<file path="config.mk">
export PLATFORM = sky130hd
export DESIGN_NAME = backlight_level_soft_start_core_flat
export DESIGN_NICKNAME = d
export VERILOG_FILES = /design/src/rtl/bls_pkg.sv /design/src/rtl/bls_in_if.sv /design/src/rtl/bls_out_if.sv /design/src/rtl/bls_div.sv /design/src/rtl/bls_dp.sv /design/src/rtl/bls_ctrl.sv /design/src/rtl/backlight_level_soft_start_core.sv /design/src/flat_wrapper.sv
export SDC_FILE = /design/constraint.sdc
export NUM_CORES = 1
export LEC_CHECK = 0
export BUFFER_PORTS_ARGS = -buffer_cell sky130_fd_sc_hd__buf_2
export CORE_UTILIZATION = 25
export CTS_CLUSTER_DIAMETER = 80
export CTS_CLUSTER_SIZE = 28
export DETAILED_ROUTE_END_ITERATION = 6
export MAX_ROUTING_LAYER = met4
export PLACE_DENSITY = 0.38
export SLEW_MARGIN = 20
export SYNTH_ARGS = -nofsm -noshare
export SYNTH_HDL_FRONTEND = slang
export SYNTH_HIERARCHICAL = 1
export SYNTH_SLANG_ARGS = --single-unit
</file>
<file path="constraint.sdc">
create_clock -name clk_i -period 5.6 [get_ports clk_i]
set_input_delay 1.12 -clock clk_i [delete_from_list [all_inputs] [get_ports clk_i]]
set_output_delay 1.12 -clock clk_i [all_outputs]
set_load 0.03 [all_outputs]
</file>
<file path="src/rtl/bls_pkg.sv">
// ----------------------------------------------------------------------------
// bls_pkg: shared types and constants for the backlight soft-start block
// Widths, operation/status codes and controller-datapath handshake structs.
// ----------------------------------------------------------------------------
package bls_pkg;

  localparam int LEVEL_W  = 8;
  localparam int PERIOD_W = 16;
  localparam int CFG_W    = 16;
  localparam int NUM_W    = LEVEL_W + PERIOD_W;
  localparam int CNT_W    = $clog2(NUM_W);

  localparam int MAX_LEVEL  = 100;
  localparam int KICK_TICKS = 2;

  localparam logic [PERIOD_W-1:0] PERIOD_RST = 16'd999;
  localparam logic [LEVEL_W-1:0]  RANGE_RST  = 8'd100;

  typedef enum logic [1:0] {
    OP_SET  = 2'd0,
    OP_TICK = 2'd1,
    OP_OFF  = 2'd2,
    OP_ON   = 2'd3
  } op_e;

  typedef enum logic [1:0] {
    STS_APPLIED   = 2'd0,
    STS_UNCHANGED = 2'd1,
    STS_BUSY      = 2'd2,
    STS_RAMP      = 2'd3
  } status_e;

  typedef enum logic [1:0] {
    PIN_OFF = 2'd0,
    PIN_ON  = 2'd1,
    PIN_PWM = 2'd2
  } pin_mode_e;

  typedef enum logic [1:0] {
    PH_IDLE = 2'd0,
    PH_SOFT = 2'd1,
    PH_KICK = 2'd2
  } phase_e;

  typedef enum logic [1:0] {
    CFG_PERIOD = 2'd0,
    CFG_RANGE  = 2'd1,
    CFG_INVERT = 2'd2,
    CFG_SOFT   = 2'd3
  } cfg_idx_e;

  typedef struct packed {
    logic accept;     // latch the decision for the incoming transaction
    logic mul;        // form level*period + range/2
    logic div_start;  // launch the divider
    logic cmp_load;   // load rounded quotient into the compare register
    logic out_load;   // load the result register
  } cmd_t;

  typedef struct packed {
    logic need_drive;
    logic div_done;
  } sts_t;

endpackage

</file>
<file path="src/rtl/bls_in_if.sv">
// ----------------------------------------------------------------------------
// bls_in_if: request channel
// Valid/ready channel carrying one operation and its requested level.
// ----------------------------------------------------------------------------
interface bls_in_if;
  logic                        valid;
  logic                        ready;
  logic [1:0]                  op;
  logic [bls_pkg::LEVEL_W-1:0] requested_level;

  modport source (output valid, op, requested_level, input ready);
  modport sink   (input valid, op, requested_level, output ready);
endinterface

</file>
<file path="src/rtl/bls_out_if.sv">
// ----------------------------------------------------------------------------
// bls_out_if: result channel
// Valid/ready channel carrying the compare value and pin state.
// ----------------------------------------------------------------------------
interface bls_out_if;
  logic                         valid;
  logic                         ready;
  logic [bls_pkg::PERIOD_W-1:0] duty_compare;
  logic [1:0]                   pin_mode;
  logic                         pin_level;
  logic [bls_pkg::LEVEL_W-1:0]  applied_level;
  logic                         ramping;
  logic [1:0]                   status;

  modport source (output valid, duty_compare, pin_mode, pin_level, applied_level,
                  ramping, status, input ready);
  modport sink   (input valid, duty_compare, pin_mode, pin_level, applied_level,
                  ramping, status, output ready);
endinterface

</file>
<file path="src/rtl/bls_div.sv">
// ----------------------------------------------------------------------------
// bls_div: restoring divider
// One quotient bit per cycle while busy; done_o rises after the last bit.
// ----------------------------------------------------------------------------
module bls_div (
  input  logic                         clk_i,
  input  logic                         rst_ni,
  input  logic                         start_i,
  input  logic [bls_pkg::NUM_W-1:0]    num_i,
  input  logic [bls_pkg::LEVEL_W-1:0]  den_i,
  output logic                         done_o,
  output logic [bls_pkg::NUM_W-1:0]    quo_o
);
  import bls_pkg::*;

  logic               busy_q, done_q;
  logic [CNT_W-1:0]   cnt_q;
  logic [NUM_W-1:0]   quo_q;
  logic [LEVEL_W-1:0] rem_q;
  logic [LEVEL_W-1:0] den_q;
  logic [LEVEL_W:0]   rem_sh, rem_sub;
  logic               ge;

  // quotient bits shift in from the bottom as dividend bits leave the top
  assign rem_sh  = {rem_q, quo_q[NUM_W-1]};
  assign ge      = rem_sh >= {1'b0, den_q};
  assign rem_sub = rem_sh - {1'b0, den_q};

  always_ff @(posedge clk_i or negedge rst_ni) begin
    if (!rst_ni) begin
      busy_q <= 1'b0;
      done_q <= 1'b0;
      cnt_q  <= '0;
    end else begin
      done_q <= 1'b0;
      if (start_i) begin
        busy_q <= 1'b1;
        cnt_q  <= '0;
      end else if (busy_q) begin
        cnt_q <= cnt_q + CNT_W'(1);
        if (cnt_q == CNT_W'(NUM_W - 1)) begin
          busy_q <= 1'b0;
          done_q <= 1'b1;
        end
      end
    end
  end

  always_ff @(posedge clk_i) begin
    if (start_i) begin
      quo_q <= num_i;
      rem_q <= '0;
      den_q <= den_i;
    end else if (busy_q) begin
      quo_q <= {quo_q[NUM_W-2:0], ge};
      rem_q <= ge ? rem_sub[LEVEL_W-1:0] : rem_sh[LEVEL_W-1:0];
    end
  end

  assign done_o = done_q;
  assign quo_o  = quo_q;

endmodule

</file>
<file path="src/rtl/bls_dp.sv">
// ----------------------------------------------------------------------------
// bls_dp: backlight datapath
// Config registers, level/ramp state, compare arithmetic and result register.
// ----------------------------------------------------------------------------
module bls_dp (
  input  logic                          clk_i,
  input  logic                          rst_ni,
  input  logic                          cfg_we_i,
  input  logic [1:0]                    cfg_idx_i,
  input  logic [bls_pkg::CFG_W-1:0]     cfg_data_i,
  input  logic [1:0]                    op_i,
  input  logic [bls_pkg::LEVEL_W-1:0]   req_level_i,
  input  bls_pkg::cmd_t                 cmd_i,
  output bls_pkg::sts_t                 sts_o,
  output logic [bls_pkg::PERIOD_W-1:0]  duty_compare_o,
  output logic [1:0]                    pin_mode_o,
  output logic                          pin_level_o,
  output logic [bls_pkg::LEVEL_W-1:0]   applied_level_o,
  output logic                          ramping_o,
  output logic [1:0]                    status_o
);
  import bls_pkg::*;

  localparam logic [LEVEL_W-1:0] MaxLvl  = LEVEL_W'(MAX_LEVEL);
  localparam logic [LEVEL_W-1:0] LastRst = LEVEL_W'(MAX_LEVEL + 1);

  // configuration
  logic [PERIOD_W-1:0] period_q;
  logic [LEVEL_W-1:0]  range_q;
  logic                invert_q, soft_q;

  // level state
  logic [LEVEL_W-1:0]  last_q, rlev_q, tgt_q;
  logic                powered_q;
  logic [1:0]          phase_q, kick_q;
  logic [PERIOD_W-1:0] hold_q;

  logic [LEVEL_W-1:0]  drv_q;
  logic [NUM_W-1:0]    prod_q;
  logic [1:0]          status_q;

  // decision for the incoming transaction
  logic [LEVEL_W-1:0]  last_d, rlev_d, tgt_d, drv_d, req_lvl, clamp_lvl, rl_inc;
  logic                powered_d, do_req, drive_d, hold_ld;
  logic [1:0]          phase_d, kick_d, status_d;

  logic [LEVEL_W-1:0]  rng_eff;
  logic [NUM_W-1:0]    prod_d, quo;
  logic [PERIOD_W-1:0] cmp_sat;
  logic                div_done;

  assign rng_eff   = (range_q == '0) ? LEVEL_W'(1) : range_q;
  assign clamp_lvl = (req_level_i > MaxLvl) ? MaxLvl : req_level_i;
  assign rl_inc    = rlev_q + LEVEL_W'(1);

  always_comb begin
    last_d    = last_q;
    rlev_d    = rlev_q;
    tgt_d     = tgt_q;
    powered_d = powered_q;
    phase_d   = phase_q;
    kick_d    = kick_q;
    drv_d     = drv_q;
    drive_d   = 1'b0;
    hold_ld   = 1'b0;
    do_req    = 1'b0;
    req_lvl   = '0;
    status_d  = STS_UNCHANGED;

    priority if (op_i == OP_TICK) begin
      if (phase_q == PH_SOFT) begin
        rlev_d  = rl_inc;
        drive_d = 1'b1;
        if (rl_inc >= tgt_q) begin
          drv_d    = tgt_q;
          last_d   = tgt_q;
          phase_d  = PH_IDLE;
          status_d = STS_APPLIED;
        end else begin
          drv_d    = rl_inc;
          status_d = STS_RAMP;
        end
      end else if (phase_q == PH_KICK) begin
        kick_d = (kick_q != '0) ? kick_q - 2'd1 : kick_q;
        if (kick_d == '0) begin
          drive_d  = 1'b1;
          drv_d    = tgt_q;
          last_d   = tgt_q;
          phase_d  = PH_IDLE;
          status_d = STS_APPLIED;
        end else begin
          status_d = STS_RAMP;
        end
      end
    end else if (phase_q != PH_IDLE) begin
      status_d = STS_BUSY;
    end else begin
      unique case (op_i)
        OP_SET: begin
          do_req  = 1'b1;
          req_lvl = powered_q ? clamp_lvl : '0;
        end
        OP_OFF: begin
          if (powered_q) begin
            powered_d = 1'b0;
            do_req    = 1'b1;
            req_lvl   = '0;
          end
        end
        OP_ON: begin
          if (!powered_q) begin
            powered_d = 1'b1;
            do_req    = 1'b1;
            req_lvl   = MaxLvl;
          end
        end
        default: ;
      endcase
    end

    if (do_req) begin
      priority if (req_lvl == last_q) begin
        status_d = STS_UNCHANGED;
      end else if (last_q == '0 && req_lvl != '0 && soft_q && req_lvl > LEVEL_W'(1)) begin
        phase_d  = PH_SOFT;
        rlev_d   = LEVEL_W'(1);
        tgt_d    = req_lvl;
        drive_d  = 1'b1;
        drv_d    = LEVEL_W'(1);
        status_d = STS_RAMP;
      end else if (last_q == '0 && req_lvl != '0 && !soft_q) begin
        // full-scale kick: compare goes straight to the period
        phase_d  = PH_KICK;
        rlev_d   = range_q;
        tgt_d    = req_lvl;
        kick_d   = 2'(KICK_TICKS);
        hold_ld  = 1'b1;
        status_d = STS_RAMP;
      end else begin
        drive_d  = 1'b1;
        drv_d    = req_lvl;
        last_d   = req_lvl;
        status_d = STS_APPLIED;
      end
    end
  end

  assign prod_d  = NUM_W'(drv_q) * NUM_W'(period_q) + NUM_W'(rng_eff >> 1);
  assign cmp_sat = (quo > NUM_W'(period_q)) ? period_q : quo[PERIOD_W-1:0];

  bls_div u_div (
    .clk_i   (clk_i),
    .rst_ni  (rst_ni),
    .start_i (cmd_i.div_start),
    .num_i   (prod_q),
    .den_i   (rng_eff),
    .done_o  (div_done),
    .quo_o   (quo)
  );

  assign sts_o.need_drive = drive_d;
  assign sts_o.div_done   = div_done;

  always_ff @(posedge clk_i or negedge rst_ni) begin
    if (!rst_ni) begin
      period_q  <= PERIOD_RST;
      range_q   <= RANGE_RST;
      invert_q  <= 1'b0;
      soft_q    <= 1'b0;
      last_q    <= LastRst;
      powered_q <= 1'b1;
      phase_q   <= PH_IDLE;
      rlev_q    <= '0;
      tgt_q     <= '0;
      kick_q    <= '0;
      hold_q    <= '0;
    end else begin
      if (cfg_we_i) begin
        unique case (cfg_idx_i)
          CFG_PERIOD: period_q <= cfg_data_i[PERIOD_W-1:0];
          CFG_RANGE:  range_q  <= cfg_data_i[LEVEL_W-1:0];
          CFG_INVERT: invert_q <= cfg_data_i[0];
          CFG_SOFT:   soft_q   <= cfg_data_i[0];
          default: ;
        endcase
      end
      if (cmd_i.accept) begin
        last_q    <= last_d;
        powered_q <= powered_d;
        phase_q   <= phase_d;
        rlev_q    <= rlev_d;
        tgt_q     <= tgt_d;
        kick_q    <= kick_d;
        if (hold_ld) begin
          hold_q <= period_q;
        end
      end else if (cmd_i.cmp_load) begin
        hold_q <= cmp_sat;
      end
    end
  end

  always_ff @(posedge clk_i) begin
    if (cmd_i.accept) begin
      drv_q    <= drv_d;
      status_q <= status_d;
    end
    if (cmd_i.mul) begin
      prod_q <= prod_d;
    end
    if (cmd_i.out_load) begin
      duty_compare_o  <= hold_q;
      applied_level_o <= (phase_q != PH_IDLE) ? rlev_q : last_q;
      ramping_o       <= phase_q != PH_IDLE;
      status_o        <= status_q;
      priority if (hold_q == '0) begin
        pin_mode_o  <= PIN_OFF;
        pin_level_o <= invert_q;
      end else if (hold_q == period_q) begin
        pin_mode_o  <= PIN_ON;
        pin_level_o <= ~invert_q;
      end else begin
        pin_mode_o  <= PIN_PWM;
        pin_level_o <= 1'b0;
      end
    end
  end

endmodule

</file>
<file path="src/rtl/bls_ctrl.sv">
// ----------------------------------------------------------------------------
// bls_ctrl: sequencing controller
// Accepts a transaction, runs multiply and divide when a new compare is
// needed, then hands the result to the output register.
// ----------------------------------------------------------------------------
module bls_ctrl (
  input  logic          clk_i,
  input  logic          rst_ni,
  input  logic          in_valid_i,
  output logic          in_ready_o,
  output logic          out_valid_o,
  input  logic          out_ready_i,
  input  bls_pkg::sts_t sts_i,
  output bls_pkg::cmd_t cmd_o
);
  import bls_pkg::*;

  typedef enum logic [4:0] {
    ST_IDLE  = 5'b00001,
    ST_MUL   = 5'b00010,
    ST_START = 5'b00100,
    ST_DIV   = 5'b01000,
    ST_FIN   = 5'b10000
  } state_e;

  state_e state_q, state_d;
  logic   out_valid_q, out_valid_d;
  logic   slot_free;

  assign slot_free = !out_valid_q || out_ready_i;

  always_comb begin
    state_d = state_q;
    cmd_o   = '0;
    unique case (state_q)
      ST_IDLE: begin
        if (in_valid_i) begin
          cmd_o.accept = 1'b1;
          state_d      = sts_i.need_drive ? ST_MUL : ST_FIN;
        end
      end
      ST_MUL: begin
        cmd_o.mul = 1'b1;
        state_d   = ST_START;
      end
      ST_START: begin
        cmd_o.div_start = 1'b1;
        state_d         = ST_DIV;
      end
      ST_DIV: begin
        if (sts_i.div_done) begin
          cmd_o.cmp_load = 1'b1;
          state_d        = ST_FIN;
        end
      end
      ST_FIN: begin
        if (slot_free) begin
          cmd_o.out_load = 1'b1;
          state_d        = ST_IDLE;
        end
      end
      default: state_d = ST_IDLE;
    endcase
  end

  always_comb begin
    out_valid_d = out_valid_q;
    if (out_ready_i) begin
      out_valid_d = 1'b0;
    end
    if (cmd_o.out_load) begin
      out_valid_d = 1'b1;
    end
  end

  always_ff @(posedge clk_i or negedge rst_ni) begin
    if (!rst_ni) begin
      state_q     <= ST_IDLE;
      out_valid_q <= 1'b0;
    end else begin
      state_q     <= state_d;
      out_valid_q <= out_valid_d;
    end
  end

  assign in_ready_o  = state_q == ST_IDLE;
  assign out_valid_o = out_valid_q;

  a_no_drive_to_fin: assert property (@(posedge clk_i) disable iff (!rst_ni)
    cmd_o.accept && !sts_i.need_drive |=> state_q == ST_FIN)
    else $error("transaction without drive did not go to finish");

  a_done_in_div: assert property (@(posedge clk_i) disable iff (!rst_ni)
    sts_i.div_done |-> state_q == ST_DIV)
    else $error("divider finished outside the divide state");

  a_div_waits: assert property (@(posedge clk_i) disable iff (!rst_ni)
    state_q == ST_DIV && !sts_i.div_done |=> state_q == ST_DIV)
    else $error("left divide state before quotient was ready");

  a_load_sets_valid: assert property (@(posedge clk_i) disable iff (!rst_ni)
    cmd_o.out_load |=> out_valid_q)
    else $error("result load did not raise valid");

endmodule

</file>
<file path="src/rtl/backlight_level_soft_start_core.sv">
// ----------------------------------------------------------------------------
// backlight_level_soft_start_core: PWM backlight level controller
// Level requests, millisecond ticks and power events in; PWM compare out.
// ----------------------------------------------------------------------------
// Usage:
//   in_i  carries op (set level, tick, power off, power on) and a level.
//   out_o returns one result per transaction: compare value, pin mode,
//   forced pin level, applied level, ramp flag and status.
//   cfg_we_i/cfg_idx_i/cfg_data_i write period, range, invert and soft-start
//   mode; write them only while no transaction is in flight.
// Sequencing:
//   A transaction that loads a new compare value goes from accept through
//   a multiply step, a divider launch, the one-bit-per-cycle restoring
//   divider, its done cycle and the result load.
//   Others (unchanged, busy, kick start, mid-kick ticks) skip to the load.
//   One transaction is worked at a time; in_i.ready is high only when idle.
// Reset: configuration returns to period 999, range 100, no inversion, kick
//   mode; level state reads "never applied", powered, no ramp, compare 0.
// Stall: a finished result waits in the output register; the next transaction
//   is accepted meanwhile and its result waits until the slot frees.
// ----------------------------------------------------------------------------
module backlight_level_soft_start_core (
  input  logic                      clk_i,
  input  logic                      rst_ni,
  input  logic                      cfg_we_i,
  input  logic [1:0]                cfg_idx_i,
  input  logic [bls_pkg::CFG_W-1:0] cfg_data_i,
  bls_in_if.sink                    in_i,
  bls_out_if.source                 out_o
);
  import bls_pkg::*;

  cmd_t cmd;
  sts_t sts;

  bls_ctrl u_ctrl (
    .clk_i       (clk_i),
    .rst_ni      (rst_ni),
    .in_valid_i  (in_i.valid),
    .in_ready_o  (in_i.ready),
    .out_valid_o (out_o.valid),
    .out_ready_i (out_o.ready),
    .sts_i       (sts),
    .cmd_o       (cmd)
  );

  bls_dp u_dp (
    .clk_i           (clk_i),
    .rst_ni          (rst_ni),
    .cfg_we_i        (cfg_we_i),
    .cfg_idx_i       (cfg_idx_i),
    .cfg_data_i      (cfg_data_i),
    .op_i            (in_i.op),
    .req_level_i     (in_i.requested_level),
    .cmd_i           (cmd),
    .sts_o           (sts),
    .duty_compare_o  (out_o.duty_compare),
    .pin_mode_o      (out_o.pin_mode),
    .pin_level_o     (out_o.pin_level),
    .applied_level_o (out_o.applied_level),
    .ramping_o       (out_o.ramping),
    .status_o        (out_o.status)
  );

endmodule
</file>
<file path="src/flat_wrapper.sv">
// flat-port wrapper written by rule: the top's interface ports become plain ports
module backlight_level_soft_start_core_flat import bls_pkg::*;
  (clk_i, rst_ni, cfg_we_i, cfg_idx_i, cfg_data_i, in_i_valid, in_i_op, in_i_requested_level, in_i_ready, out_o_valid, out_o_duty_compare, out_o_pin_mode, out_o_pin_level, out_o_applied_level, out_o_ramping, out_o_status, out_o_ready);
  bls_in_if in_i_i ();
  bls_out_if out_o_i ();
  input  logic clk_i;
  input  logic rst_ni;
  input  logic cfg_we_i;
  input  logic [1:0] cfg_idx_i;
  input  logic [bls_pkg::CFG_W-1:0] cfg_data_i;
  input wire logic [$bits(in_i_i.valid)-1:0] in_i_valid;
  input wire logic [$bits(in_i_i.op)-1:0] in_i_op;
  input wire logic [$bits(in_i_i.requested_level)-1:0] in_i_requested_level;
  output wire logic [$bits(in_i_i.ready)-1:0] in_i_ready;
  output wire logic [$bits(out_o_i.valid)-1:0] out_o_valid;
  output wire logic [$bits(out_o_i.duty_compare)-1:0] out_o_duty_compare;
  output wire logic [$bits(out_o_i.pin_mode)-1:0] out_o_pin_mode;
  output wire logic [$bits(out_o_i.pin_level)-1:0] out_o_pin_level;
  output wire logic [$bits(out_o_i.applied_level)-1:0] out_o_applied_level;
  output wire logic [$bits(out_o_i.ramping)-1:0] out_o_ramping;
  output wire logic [$bits(out_o_i.status)-1:0] out_o_status;
  input wire logic [$bits(out_o_i.ready)-1:0] out_o_ready;
  assign in_i_i.valid = in_i_valid;
  assign in_i_i.op = in_i_op;
  assign in_i_i.requested_level = in_i_requested_level;
  assign in_i_ready = in_i_i.ready;
  assign out_o_valid = out_o_i.valid;
  assign out_o_duty_compare = out_o_i.duty_compare;
  assign out_o_pin_mode = out_o_i.pin_mode;
  assign out_o_pin_level = out_o_i.pin_level;
  assign out_o_applied_level = out_o_i.applied_level;
  assign out_o_ramping = out_o_i.ramping;
  assign out_o_status = out_o_i.status;
  assign out_o_i.ready = out_o_ready;
  backlight_level_soft_start_core u_core (.clk_i(clk_i), .rst_ni(rst_ni), .cfg_we_i(cfg_we_i), .cfg_idx_i(cfg_idx_i), .cfg_data_i(cfg_data_i), .in_i(in_i_i), .out_o(out_o_i));
endmodule
</file>
## Word level (Yosys, flattened, before mapping)

Index checks and enable logic that the tools add are counted.

- Bits in registers: 188
- Output and inout port bits: 32
- Word-level logic and storage cells: 205

- Add/subtract/negate cells: 5
- Multipliers: 1
- Magnitude comparators: 5
- Eq/ne operators: 20
- Mux-type cells: 112
- Bitwise logic cells: 4
- Reduce and logical (&&, ||, !) cells: 29

Operators by type and width:

| cell | count |
|---|---|
| $mux W8 | 33 |
| $mux W16 | 4 |
| $mux W2 | 28 |
| $mux W24 | 2 |
| $mux W1 | 34 |
| $mux W5 | 6 |
| $pmux W5 S5 | 1 |
| $add A24 B7 Y24 | 1 |
| $gt A24 B16 Y1 | 1 |
| $mul A8 B16 Y24 | 1 |
| $eq A16 B16 Y1 | 1 |
| $logic_not A16 Y1 | 1 |
| $logic_not A8 Y1 | 2 |
| $pmux W8 S2 | 1 |
| $reduce_bool A2 Y1 | 7 |
| $eq A2 B2 Y1 const B | 5 |
| $eq A5 B5 Y1 const B | 2 |
| $reduce_and A2 Y1 | 5 |
| $ge A9 B8 Y1 | 1 |
| $add A8 B1 Y8 const B | 1 |
| $eq A8 B8 Y1 | 1 |
| $ge A8 B8 Y1 | 1 |
| $gt A8 B1 Y1 const B | 1 |
| $gt A8 B7 Y1 const B | 1 |
| other kinds (20) | 35 |

## Logic depth before layout (Yosys ltp)

- Depth after elaboration: 16
- Depth in mapped cells: 21

## Modules after synthesis

The synthesis kept the hierarchy.

Modules (own cells, without submodules):

| module | times used | cells an instance | area an instance (µm²) | seq. area each (µm²) |
|---|---|---|---|---|
| bls_dp | 1 | 1189 | 11415.9 | 3718.6 |
| bls_div | 1 | 195 | 2348.5 | 1296.2 |
| bls_ctrl | 1 | 40 | 369.1 | 151.4 |

## Worst setup path after synthesis

Ideal clock, no wire load.

- Path kind: register -> register
- Start: register u_core.u_dp.period_q[0]
- End: register u_core.u_dp.prod_q[23], data pin
- Arrival time: 4.774 ns
- Required time: 5.426 ns
- Setup slack: 0.652 ns
- Stages on the path, launching flop included: 18
- Clock period less this slack: 4.948 ns
- Cell sequence: dfstp_2 -> clkbuf_1 -> nand2_1 -> fa_1 -> fa_1 -> inv_1 -> fa_1 -> inv_1 -> fa_1 -> inv_1 -> ha_1 -> o211ai_1 -> a2111oi_0 -> o2111ai_1 -> nand3_1 -> nand4_1 -> and3_1 -> a311oi_1

- Longest elaborated chain between the ends: 2

Ends and longest elaborated chain:

| element | line | text |
|---|---|---|
| start, declared | bls_dp.sv:28 | `logic [PERIOD_W-1:0] period_q;` |
| start signal, assigned | bls_dp.sv:180 | `CFG_PERIOD: period_q <= cfg_data_i[PERIOD_W-1:0];` |
| $mul A8 B16 Y24 | bls_dp.sv:148 | `assign prod_d = NUM_W'(drv_q) * NUM_W'(period_q) + NUM_W'(rng_eff >> 1);` |
| $add A24 B7 Y24 | bls_dp.sv:148 |  |
| via u_core.u_dp.prod_d[23] | bls_dp.sv:48 | `logic [NUM_W-1:0] prod_d, quo;` |
| end signal, assigned | bls_dp.sv:209 | `prod_q <= prod_d;` |
| end, declared | bls_dp.sv:39 | `logic [NUM_W-1:0] prod_q;` |

The timed path passes the listed nets, and every way through them passes these cells.
A chain may end at the register's enable or synchronous reset.

## Final worst setup path

- Start: register u_core.u_dp.period_q[3]
- End: register u_core.u_dp.prod_q[23], data pin

The elaborated chain is that of the path after synthesis.

==> flow_summary.ini <==
[run_status]
outcome = completed

[placed_design]
dp_hpwl_um = 31160
routabilityCongestion = 0.8136
portBuffers = 64
place_area_um2 = 15360

[yosys]
syn_inst = 1424
synth_seq_area_share = 0.3655
synth_top_cell_by_area = edfxtp_1
synthTopCellsByArea = edfxtp_1, fa_1, dfrtp_1
synth_top_flop_cell = edfxtp_1
avgSynthCellArea_um2 = 9.925
synth_edf_count = 96
async_reset_ff_frac = 0.4468
syn_area_um2 = 14130
ys_types = 85
syn-num-nets = 1640
synthDominantCellAreaShare = 0.2040
synth-seq-cells = 188
yosys_warnings = 6

[floorplan]
coreArea_um2 = 55520
start_util = 0.2546
rows = 86
die_y_um = 239.8
die_area_um2 = 57490
die_w_um = 239.8
ios = 65

[layout]
fin_nets = 1694
final_layout_size_suffix_gt1_frac = 0.1429
nFillCells = 5923
syn_to_final_growth_pct = 13.62
n_antenna_cell = 0
fin_area_um2 = 16060

[worst_setup_path]
critical-path-slowest-cell = dfrtp_1
worstPathArrival_ns = 5.65
cp_top_family = adder cells
path_max_fanout = 9
slowest_delay_ns = 0.63
cp_cell_sequence = nand2_1 > fa_1 > fa_1 > inv_1 > fa_1 > inv_1 > fa_1 > inv_1 > ha_1 > o211ai_1 > a2111oi_1 > buf_4 > o2111ai_1 > nand3_1 > nand4_1 > and3_1 > a311oi_1
r2r_slack_ns = 0.25
worstSetupEndpointType = flip-flop
criticalPathCategory = flip-flop to flip-flop
reg2reg_depth = 17
cpMostUsedCell = fa_1
crit_buf_inv = 4
worstPathRequired_ns = 5.90
r2r_start = u_core/u_dp/period_q[3]
critPathLaunchType = flip-flop
r2r_end = u_core/u_dp/prod_q[23]

[sta]
final_max_slew_viol_count = 0
fin_skew_ns = 0.01043
rsz0062_at_grt = false
slew_headroom = 0.3478
hold_viol_final = 0
post-route-period-util = 0.9556
holdWs_ns = 0.4568
tns_ns = 0
tightest_slew_ns = 0.9760
fmax_mhz = 186.9
min_period_ns = 5.351
setup_viol = 0

[route]
drt_wl_total_um = 40690
wl_per_cell_um = 18.17
firstDrtPassIters = 5
drtIter0Drc = 504
ant_nets = 0
drc = 0
vias = 10150
vias_per_cell = 4.531

[grt]
grtUsageTotal = 0.1531
grt_max_degree = 54
grt_util_met2 = 0.2478
grt_use_met1 = 0.2007
grt_pass1_vias = 10650
grt_pass1_wl_um = 64000
grt_antenna_before_repair = 0
top_usage_layer = met2
grt_overflow = 0
use_met3 = 0.01879

[clock_network]
clock_latency_ns = 0.47
h-tree-depth = 4
numCtsBuffers = 17
clk_pin_slew_worst_paths_ns = 0.08
cts.path.max_buffers = 2
tritoncts = yes
hold_buffers = 0
cts.sink_count = 188
root_buffer = clkbuf_16

[pwr]
ir_drop_mv = 0.4616
leakage_uw = 0.006841
pwr-share-comb = 0.630
p_clk_frac = 0.134
power.total_uw = 10230
switchingPower_uw = 4702
power_density_nw_per_um2 = 637.0
p_int_uw = 5527
power_frac_seq = 0.237
switching_share = 0.4597

[min_path]
holdPathStages = 0
hold_end = u_core/u_dp/status_o[1]
hp-start = u_core/u_dp/status_q[1]
min_path_type = flip-flop to flip-flop

[run]
max_cap_viol_count = 0
==> state kept, by name (all words and copies together), names as in the netlist, 16 cells and up <==
signal                      count
u_core/u_dp/period_q           16
u_core/u_dp/u_div/quo_o        24
u_core/u_dp/hold_q             16
u_core/u_dp/duty_compare_o     16
u_core/u_dp/prod_q             24
==> routing by layer <==
layer  part of all wire  vias up
met5                  0        -
met4              0.014        0
met3              0.020       27
met2               0.48      111
met1               0.49     5067
li1                   -     4940
==> repair_timing <==
action / CTS / global route
hold endpoints to repair: 0 / 0
resized for setup: 1 / 1
endpoints found under the setup margin: 1 / 3
gates cloned: 0 / 0
setup buffers: 0 / 6
==> final cells by class <==
cell class              count  area, um2  area share
clock buffers              19      464.2     0.02891
multi-input cells         969       7946      0.4949
repair buffers             98      603.1     0.03756
inverters                 204      769.5     0.04792
clock inverters            13      172.7     0.01075
flip-flops and latches    188       5166      0.3217
well taps                 748      935.9     0.05828
==> Yosys cell counts, types with 8 or more instances <==
cell / n
nor4_1: 8
and2_1: 96
o22ai_1: 9
and3_1: 8
nand3_1: 28
nor2_1: 85
a21o_1: 19
mux2_2: 41
nand2b_1: 12
xnor2_1: 40
o31ai_1: 9
fa_1: 92
dfstp_2: 17
a21oi_1: 45
xor2_1: 10
dfxtp_1: 8
ha_1: 91
nand2_1: 116
nor2b_1: 11
a31oi_1: 9
mux2i_1: 20
inv_1: 204
o21ai_0: 62
edfxtp_1: 96
nand4_1: 16
dfrtp_1: 67
nor3_1: 14
clkbuf_1: 50
==> cell usage in the layout, fill, tap and decap left out, drive strengths merged, types with 6 or more instances in the layout <==
| cell type | count |
|---|---|
| o21bai | 6 |
| and3 | 10 |
| edfxtp | 96 |
| fa | 92 |
| a21oi | 46 |
| a311oi | 6 |
| or3 | 8 |
| inv | 209 |
| nor2 | 85 |
| clkbuf | 19 |
| o211ai | 6 |
| o31ai | 10 |
| ha | 91 |
| nor2b | 11 |
| dfrtp | 67 |
| dfstp | 17 |
| a211oi | 7 |
| o22ai | 9 |
| mux2 | 41 |
| buf | 98 |
| o21ai | 66 |
| dfxtp | 8 |
| nand2 | 116 |
| nor3 | 15 |
| nor4 | 9 |
| nand3 | 29 |
| nand2b | 13 |
| o21a | 7 |
| and2 | 96 |
| xor2 | 10 |
| a31oi | 9 |
| nand4 | 16 |
| o221ai | 7 |
| xnor2 | 40 |
| mux2i | 20 |
| a21o | 19 |
==> power by group through the flow <==
stage | Clock [uW] | Sequential [uW] | Combinational, uW
after global routing | 1460 | 2470 | 7390
final | 1370 | 2420 | 6440
after CTS | 1420 | 2440 | 6540
after global placement | 0 | 2470 | 6520
after floorplan | 0 | 2310 | 4850
after detailed placement | 0 | 2470 | 6510
==> how the worst max path moves through the flow <==
stage / slack, ns / endpoint / startpoint / cells after the start
floorplan: 0.65 / u_core/u_dp/prod_q[23] / u_core/u_dp/period_q[0] / 17
global placement: 0.03 / u_core/u_dp/prod_q[23] / u_core/u_dp/drv_q[0] / 20
detailed placement: 0.04 / u_core/u_dp/prod_q[23] / u_core/u_dp/drv_q[0] / 20
CTS: 0.04 / u_core/u_dp/prod_q[23] / u_core/u_dp/drv_q[6] / 17
global route: 0.006 / u_core/u_dp/prod_q[23] / u_core/u_dp/drv_q[4] / 17
finish: 0.25 / u_core/u_dp/prod_q[23] / u_core/u_dp/period_q[3] / 17
==> metrics by stage <==
step	util	worst slack (ns)	cells
2_1_floorplan	-	0.6518	1424
3_3_place_gp	0.2766	0.03297	2201
3_5_place_dp	0.2766	0.03935	2201
4_1_cts	0.2882	0.03576	2233
5_1_grt	0.2892	0.006017	2239
6_report	0.2892	0.2486	2239
==> logic make-up after synthesis <==
family	synth area share
fa+ha+maj	0.2109
flops	0.3655
mux	0.04683
compound gates	0.1130
buf+inv	0.07357
simple gates	0.1592
xor+xnor	0.03098
(Power assumes the default switching activity.)
